==> src/hdl/wnms_pkg.sv <==
package wnms_pkg;

	// command codes on cmd
	localparam logic [1:0] CMD_LOAD = 2'd0;
	localparam logic [1:0] CMD_RUN  = 2'd1;
	localparam logic [1:0] CMD_READ = 2'd2;

	// result kinds
	localparam logic KIND_RUN  = 1'b0;
	localparam logic KIND_READ = 1'b1;

	// reset value of the overlap threshold, Q0.16
	localparam logic [15:0] THR_RESET = 16'd19661;

	// cycles from a stable box pair to a valid overlap flag
	localparam int OV_LAT = 5;

	// number of box coordinates at the head of each detection
	localparam int BOX_COORDS = 4;

	typedef enum logic [4:0] {
		ST_IDLE,
		ST_RK_KEY0,
		ST_RK_KEY1,
		ST_RK_RD,
		ST_RK_CMP,
		ST_RK_WR,
		ST_M_CHK,
		ST_M_ORD,
		ST_F_RD,
		ST_F_LD,
		ST_A_RD,
		ST_A_MUL,
		ST_A_ACC,
		ST_J_CHK,
		ST_J_ORD,
		ST_OV_WAIT,
		ST_M_FIN,
		ST_D_RD,
		ST_D_WAIT,
		ST_DONE
	} state_t;

	// which slot addresses the score and coordinate stores
	typedef enum logic [1:0] {
		SEL_I,
		SEL_J,
		SEL_LEAD,
		SEL_OTHER
	} slot_sel_t;

	typedef struct packed {
		logic      load_we;
		logic      rd_req;
		logic      run_done;
		logic      run_init;
		logic      rank_clr;
		logic      rank_cmp;
		logic      key_ld;
		logic      ord_wr;
		logic      ord_rd_j;
		logic      lead_ld;
		logic      other_ld;
		logic      box_ld;
		logic      acc_wr;
		logic      acc_first;
		logic      wsum_init;
		logic      wsum_add;
		logic      used_set_i;
		logic      used_set_j;
		logic      div_start;
		logic      out_score_wr;
		logic      out_coord_wr;
		logic      kept_inc;
		slot_sel_t slot_sel;
	} dp_cmd_t;

	typedef struct packed {
		logic used_i;
		logic used_j;
		logic overlap;
		logic div_done;
	} dp_stat_t;

endpackage

==> src/hdl/wnms_ctrl.sv <==
module wnms_ctrl import wnms_pkg::*; #(
	parameter int MAX_DETS       = 64,
	parameter int COORDS_PER_DET = 18
) (
	input  logic                                clk,
	input  logic                                arst_n,
	input  logic                                start,
	input  logic [1:0]                          cmd,
	input  logic [6:0]                          det_count,
	output logic                                busy,
	output dp_cmd_t                             dp_cmd,
	output logic [$clog2(MAX_DETS+1)-1:0]       i_idx,
	output logic [$clog2(MAX_DETS+1)-1:0]       j_idx,
	output logic [$clog2(COORDS_PER_DET):0]     c_idx,
	input  dp_stat_t                            dp_stat
);

	localparam int CW  = $clog2(MAX_DETS + 1);
	localparam int CNW = $clog2(COORDS_PER_DET) + 1;

	state_t         state_q, state_d;
	logic [CW-1:0]  i_q, i_d, j_q, j_d, n_q, n_d;
	logic [CNW-1:0] c_q, c_d;
	logic           tgt_q, tgt_d;

	always_ff @(posedge clk or negedge arst_n) begin
		if (!arst_n) begin
			state_q <= ST_IDLE;
			i_q     <= '0;
			j_q     <= '0;
			n_q     <= '0;
			c_q     <= '0;
			tgt_q   <= 1'b0;
		end else begin
			state_q <= state_d;
			i_q     <= i_d;
			j_q     <= j_d;
			n_q     <= n_d;
			c_q     <= c_d;
			tgt_q   <= tgt_d;
		end
	end

	// next state and datapath commands
	always_comb begin
		state_d = state_q;
		i_d     = i_q;
		j_d     = j_q;
		n_d     = n_q;
		c_d     = c_q;
		tgt_d   = tgt_q;
		dp_cmd  = '0;
		dp_cmd.slot_sel = tgt_q ? SEL_OTHER : SEL_LEAD;
		unique case (state_q)
			ST_IDLE: begin
				if (start) begin
					unique case (cmd)
						CMD_LOAD: dp_cmd.load_we = 1'b1;
						CMD_READ: dp_cmd.rd_req = 1'b1;
						CMD_RUN: begin
							if (32'(det_count) > MAX_DETS) begin
								n_d = CW'(MAX_DETS);
							end else begin
								n_d = CW'(det_count);
							end
							i_d = '0;
							dp_cmd.run_init = 1'b1;
							state_d = (det_count == 7'd0) ? ST_DONE : ST_RK_KEY0;
						end
						default: ;
					endcase
				end
			end
			// rank pass: count how many slots precede slot i in sorted order
			ST_RK_KEY0: begin
				dp_cmd.slot_sel = SEL_I;
				state_d = ST_RK_KEY1;
			end
			ST_RK_KEY1: begin
				dp_cmd.slot_sel = SEL_I;
				dp_cmd.key_ld   = 1'b1;
				dp_cmd.rank_clr = 1'b1;
				j_d     = '0;
				state_d = ST_RK_RD;
			end
			ST_RK_RD: begin
				dp_cmd.slot_sel = SEL_J;
				state_d = ST_RK_CMP;
			end
			ST_RK_CMP: begin
				dp_cmd.slot_sel = SEL_J;
				dp_cmd.rank_cmp = 1'b1;
				if (j_q + 1'b1 == n_q) begin
					state_d = ST_RK_WR;
				end else begin
					j_d     = j_q + 1'b1;
					state_d = ST_RK_RD;
				end
			end
			ST_RK_WR: begin
				dp_cmd.ord_wr = 1'b1;
				if (i_q + 1'b1 == n_q) begin
					i_d     = '0;
					state_d = ST_M_CHK;
				end else begin
					i_d     = i_q + 1'b1;
					state_d = ST_RK_KEY0;
				end
			end
			// merge pass: pick next unused leader
			ST_M_CHK: begin
				if (i_q == n_q) begin
					state_d = ST_DONE;
				end else if (dp_stat.used_i) begin
					i_d = i_q + 1'b1;
				end else begin
					state_d = ST_M_ORD;
				end
			end
			ST_M_ORD: begin
				dp_cmd.lead_ld = 1'b1;
				tgt_d   = 1'b0;
				c_d     = '0;
				state_d = ST_F_RD;
			end
			// fetch score and box of leader or candidate
			ST_F_RD: state_d = ST_F_LD;
			ST_F_LD: begin
				dp_cmd.box_ld = 1'b1;
				if (c_q == CNW'(BOX_COORDS - 1)) begin
					c_d = '0;
					if (tgt_q) begin
						state_d = ST_OV_WAIT;
					end else begin
						dp_cmd.wsum_init = 1'b1;
						state_d = ST_A_RD;
					end
				end else begin
					c_d     = c_q + 1'b1;
					state_d = ST_F_RD;
				end
			end
			// weighted accumulate, one coordinate at a time: read, multiply, accumulate
			ST_A_RD:  state_d = ST_A_MUL;
			ST_A_MUL: state_d = ST_A_ACC;
			ST_A_ACC: begin
				dp_cmd.acc_wr    = 1'b1;
				dp_cmd.acc_first = !tgt_q;
				if (c_q == CNW'(COORDS_PER_DET - 1)) begin
					j_d     = tgt_q ? j_q + 1'b1 : i_q + 1'b1;
					state_d = ST_J_CHK;
				end else begin
					c_d     = c_q + 1'b1;
					state_d = ST_A_RD;
				end
			end
			// next unused candidate after the leader
			ST_J_CHK: begin
				dp_cmd.ord_rd_j = 1'b1;
				if (j_q == n_q) begin
					state_d = ST_M_FIN;
				end else if (dp_stat.used_j) begin
					j_d = j_q + 1'b1;
				end else begin
					state_d = ST_J_ORD;
				end
			end
			ST_J_ORD: begin
				dp_cmd.other_ld = 1'b1;
				tgt_d   = 1'b1;
				c_d     = '0;
				state_d = ST_F_RD;
			end
			// wait for the overlap pipeline, then absorb or skip
			ST_OV_WAIT: begin
				if (c_q == CNW'(OV_LAT)) begin
					c_d = '0;
					if (dp_stat.overlap) begin
						dp_cmd.used_set_j = 1'b1;
						dp_cmd.wsum_add   = 1'b1;
						state_d = ST_A_RD;
					end else begin
						j_d     = j_q + 1'b1;
						state_d = ST_J_CHK;
					end
				end else begin
					c_d = c_q + 1'b1;
				end
			end
			// write merged detection
			ST_M_FIN: begin
				dp_cmd.out_score_wr = 1'b1;
				dp_cmd.used_set_i   = 1'b1;
				c_d     = '0;
				state_d = ST_D_RD;
			end
			ST_D_RD: begin
				dp_cmd.slot_sel  = SEL_LEAD;
				dp_cmd.div_start = 1'b1;
				state_d = ST_D_WAIT;
			end
			ST_D_WAIT: begin
				dp_cmd.slot_sel = SEL_LEAD;
				if (dp_stat.div_done) begin
					dp_cmd.out_coord_wr = 1'b1;
					if (c_q == CNW'(COORDS_PER_DET - 1)) begin
						dp_cmd.kept_inc = 1'b1;
						i_d     = i_q + 1'b1;
						state_d = ST_M_CHK;
					end else begin
						c_d     = c_q + 1'b1;
						state_d = ST_D_RD;
					end
				end
			end
			ST_DONE: begin
				dp_cmd.run_done = 1'b1;
				state_d = ST_IDLE;
			end
			default: state_d = ST_IDLE;
		endcase
	end

	assign busy  = (state_q != ST_IDLE);
	assign i_idx = i_q;
	assign j_idx = j_q;
	assign c_idx = c_q;

endmodule

==> config.mk <==
export PLATFORM = sky130hd
export DESIGN_NAME = wnms_ctrl
export DESIGN_NICKNAME = d
export VERILOG_FILES = /design/src/hdl/wnms_pkg.sv /design/src/hdl/wnms_ctrl.sv
export SDC_FILE = /design/constraint.sdc
export NUM_CORES = 1
export LEC_CHECK = 0
export BUFFER_PORTS_ARGS = -buffer_cell sky130_fd_sc_hd__buf_4
export CORE_MARGIN = 3
export CORE_UTILIZATION = 55
export DETAILED_ROUTE_END_ITERATION = 10
export PLACE_DENSITY = 0.85
export SYNTH_ARGS = -nofsm -noshare
export SYNTH_HDL_FRONTEND = slang
export SYNTH_SLANG_ARGS = --single-unit
==> constraint.sdc <==
create_clock -name clk -period 4.12 [get_ports clk]
set_input_delay 0.824 -clock clk [delete_from_list [all_inputs] [get_ports clk]]
set_output_delay 0.824 -clock clk [all_outputs]
set_load 0.01 [all_outputs]
; ---- Word level (Yosys, flattened, before mapping)
; Index checks and enable logic that the tools add are counted.
[classes]
n_addsub = 3
magnitude_cmp = 1
eq_ne = 42
muxes = 69
reduce_logical = 19
[op_table]
columns = op, n
row1 = 7-bit 2-to-1 mux, 15
row2 = 5-bit case mux with 18 select lines, 1
row3 = 5-bit 2-to-1 mux, 11
row4 = "5-bit by 4-bit == test with 1-bit output, second input constant", 8
row5 = 7-bit case mux with 5 select lines, 1
row6 = 6-bit case mux with 5 select lines, 1
row7 = 7-bit == test, 4
row8 = 7-bit case mux with 4 select lines, 1
row9 = 6-bit 2-to-1 mux, 4
row10 = 1-bit 2-to-1 mux, 23
row11 = "2-bit != test, second input constant", 11
row12 = "5-bit by 3-bit == test with 1-bit output, second input constant", 4
row13 = "5-bit == test, second input constant", 4
row14 = 3-bit 2-to-1 mux, 5
row15 = 5-bit nonzero test, 3
row16 = "7-bit by 1-bit adder with 7-bit output, second input constant", 2
row17 = 7-bit AND reduction, 2
row18 = "5-bit by 2-bit == test with 1-bit output, second input constant", 2
row19 = 2-bit 2-to-1 mux, 5
row20 = 2-bit OR reduction, 4
row21 = "7-bit greater-than comparator, second input constant", 1
row22 = 7-bit logical NOT, 1
row23 = "6-bit by 1-bit adder with 6-bit output, second input constant", 1
row24 = "6-bit by 2-bit == test with 1-bit output, second input constant", 1
row25 = other kinds (18), 19
[totals]
regBits = 33
inputBits = 16
out_inout_bits = 45
elab_cells = 140

; ---- Longest topological paths before layout
[logic_depth]
word_depth = 5
ltp_mapped = 9
depth_no_buf = 8

; ---- Worst setup path before layout
; OpenSTA, ideal clock, no wires.
[synth_timing]
path_type = reg2reg
startpoint = register j_q[0], in the netlist j_idx[0]
endpoint = register j_q[5], in the netlist j_idx[5]
setup_time_ns = 0.121
arrival_time_ns = 2.280
required_time_ns = 3.999
path_slack_ns = 1.719
path_stages_with_launch = 9
path_buffers = 1
period_less_slack_ns = 2.401
path_cell_list = dfrtp_1 > ha_1 > nand3_1 > or3_1 > a211oi_1 > nand4_1 > and2_0 > buf_2 > a22o_1
[synth_via]
elab_chain_len = 4
elab_cells_between_ends = 14
cone_classes = 1 x add/sub / 4 x eq/ne / 8 x mux / 1 x reduce/logical
[synth_lines]
columns = item, line_no
row1 = from (decl), wnms_ctrl.sv:22  ; logic [CW-1:0] i_q, i_d, j_q, j_d, n_q, n_d;
row2 = from (signal assigned), wnms_ctrl.sv:37  ; j_q <= j_d;
row3 = 7-bit by 1-bit adder with 7-bit output, --
row4 = 7-bit == test (tied with other cells), wnms_ctrl.sv:93  ; if (j_q + 1'b1 == n_q) begin
row5 = 2-bit != test (no source line) (tied with other cells), --
row6 = 7-bit AND reduction (no source line) / 7-bit case mux with 5 select lines (equally long branches), --
; Parallel ways exist; a longest one is shown, timed or not. The select of a mux whose other input is x is not followed.
; A chain may end at the register's enable or synchronous reset.

==> metrics.cfg <==
[clock_network]
cts_setup_buffers = 0
cts-resized-gates = 0
clock_path_buffers = 2
cts_hold_buf = 0
cts_inserted_buffers = 5
cts.htree.levels = 2
insertion_delay_ns = 0.29
cts_root_buffer = clkbuf_8
path_clk_slew_ns = 0.08
clock_sinks = 33
cts_tree = done

[power]
p_clk_share_pct = 12.6
swShare_pct = 47.7
peakVddDrop_uv = 357
pwr-share-seq_pct = 31.8
internal-power_mw = 1.01
power_mw = 1.94
power_frac_comb_pct = 55.6
p_sw_mw = 0.923
power_leakage_nw = 1.41
cellPowerDensity_mw_per_mm2 = 576

[floorplanning]
core.rowCount = 25
core_area_sq_mm = 0.00491
die_w_microns = 78.5
start_util_pct = 58.8
io_pins = 61
die_y_microns = 78.5
fp.dieArea_sq_mm = 0.00616

[placed_design]
portBuffers = 60
dp_cells = 466
pre_cts_ws_ns = 1.35
placed_cell_area_sq_mm = 0.00328
dp_hpwl_microns = 6210
gp_routability_congestion = 0.984

[sta]
fmax_mhz = 317
finalCriticalPeriod_ns = 3.15
rsz0062_at_grt = false
post-route-period-util_pct = 76.6
finClkSkew_ns = 0.00907
setup_ws_ns = 0.965
worst_pin_slew_ns = 0.684
slew-limit-headroom_pct = 54.0
timing.setup.tns_ns = 0
finalHoldViolCount = 0
setup-violations-final = 0
slew_violations = 0

[global_routing]
overflow = 0
grt_first_pass_wirelength_microns = 13500
grt_usage_pct = 27.0
grt_pass1_vias = 2735
antenna_found_initial = 0
grt_max_degree = 34

[yosys]
syn_inst = 366
synth_nets = 386
ys_seq_area_share_pct = 28.6
synth_top_area_cell = dfrtp_1
netlist_top_cells_area = dfrtp_1, nand2_1, xnor2_1, nand2b_1, o21ai_0
synth_edf_count = 0
yosys_register_bits = 33
synth_commonest_cells = nand2_1, dfrtp_1, nor2_1
ys_warn_count = 0
synth_cell_types = 63
mappedNetlistArea_sq_mm = 0.00289
ys.flop_type = dfrtp_1
synthArstFlopShare_pct = 100
synth.top_cell.area_share_pct = 28.6
synth_area_per_cell_sq_um = 7.89
synth_most_common_cell = nand2_1

[routing]
vias = 3009
drc = 0
wirelength_microns = 8120
drtIter0Drc = 339
drt-pass1-iter-count = 5
post_drt_wl_per_cell_microns = 17.1
ant_nets = 0
routed_via_density = 6.35

[cells_and_area]
nets = 426
finish.instance_area_sq_mm = 0.00336
area_growth_pct = 16.4
finalNonFillerCells = 474
antennaDiodeCount = 0
drive_above_1_share_pct = 20.4

[job]
maxCapViolCount = 0

[setup_path]
cp_slowest_cell = dfrtp_1
cp-end-kind = primary output
crit_type = reg2out
crit_path_max_fanout = 18
crit_required_ns = 3.30
start_kind = flop
slowest_delay_ns = 0.69
arrival_ns = 2.33
path_common_cell = nor2_1
cp_cell_sequence = nand3b_1, nor2_1, nand2_1, nor2_1, buf_4

[run_status]
outcome = finished, final reports clean

[hold_path]
min_path_type = in2async

power by group through the flow:
| stage | Combinational, mW | Clock (mW) | Sequential, mW |
|---|---|---|---|
| 5_1_grt | 1.18 | 0.264 | 0.634 |
| 6_report | 1.08 | 0.244 | 0.616 |
| 3_3_place_gp | 1.04 | 0 | 0.609 |
| 2_1_floorplan | 0.826 | 0 | 0.523 |
| 3_5_place_dp | 1.06 | 0 | 0.615 |
| 4_1_cts | 1.07 | 0.247 | 0.608 |
cell usage in the layout (no fill, tap or decap), types with 3 or more instances in the layout:
master     n
inv_1     12
nor3_1     8
o32ai_1    6
o211ai_1  11
or2_2      3
o31ai_1    3
and2_1     6
a22o_1     5
xor2_1     8
o22ai_1    6
mux2_2     4
clkbuf_8   5
dfrtp_1   33
and3_1     5
nand2_1   42
nor2_1    26
nand2b_1  19
o21ai_0   22
ha_1       4
buf_4     61
a21o_1     3
nor2b_1    8
nand3b_1   3
a21oi_1   13
nand4_1    5
or3_1      3
nand3_1   18
nor4_1     4
xnor2_1   16
a22oi_1    3
metrics by stage:
stage / hold slack, ns / util, %
2_1_floorplan: 0.509 / -
3_3_place_gp: 0.534 / 66.8
3_5_place_dp: 0.556 / 66.8
4_1_cts: 0.485 / 68.5
5_1_grt: 0.499 / 68.5
6_report: 0.475 / 68.5
path summary, 6_finish.rpt:
kind,from,to,slack [ns],depth (start not counted)
hold reg to reg,n_q[0],n_q[0],0.57,2
hold / removal,arst_n,state_q[0],0.47,1
setup / recovery,state_q[3],dp_cmd[6],0.97,5
max in group asynchronous,arst_n,j_idx[1],3.34,1
min in group clk,n_q[0],n_q[0],0.57,2
setup reg to reg,state_q[3],j_idx[6],1.30,6
final cells by class:
type | instances | area, sq um
clock buffer | 6 | 72.6
clock inverter | 2 | 10.0
fill | 425 | 1550
inverter | 12 | 45.0
multi-input combinational | 293 | 1870
sequential | 33 | 826
tap | 67 | 83.8
timing repair buffer | 61 | 458
metal layers:
layer	track usage [%]	wire length [microns]	vias up
li1	-	-	1415
met3	4.13	788	6
met4	5.94	68	0
met1	38.8	3510	1430
met5	0	0	-
met2	42.8	3750	158
registers in the layout, summed over array words and instances, names as in the netlist:
register / count
c_idx: 6
state_q: 5
i_idx: 7
n_q: 7
tgt_q: 1
j_idx: 7
logic make-up after synthesis:
logic type,Yosys count,share of synthesized area (%)
multiplexers,4,1.56
AO/OA/AOI/OAI,98,24.4
XOR/XNOR,24,7.28
flip-flops,33,28.6
AND/OR/NAND/NOR,163,29.7
adder cells (fa/ha/maj),4,1.73
buffers and inverters,40,6.76
critical path: cells and delay by family (launching register included):
family | cells | cell delay (ns)
buf+inv | 1 | 0.15
flops | 1 | 0.69
simple gates | 4 | 1.20
Note: power is estimated with default switching activity, not from simulation.
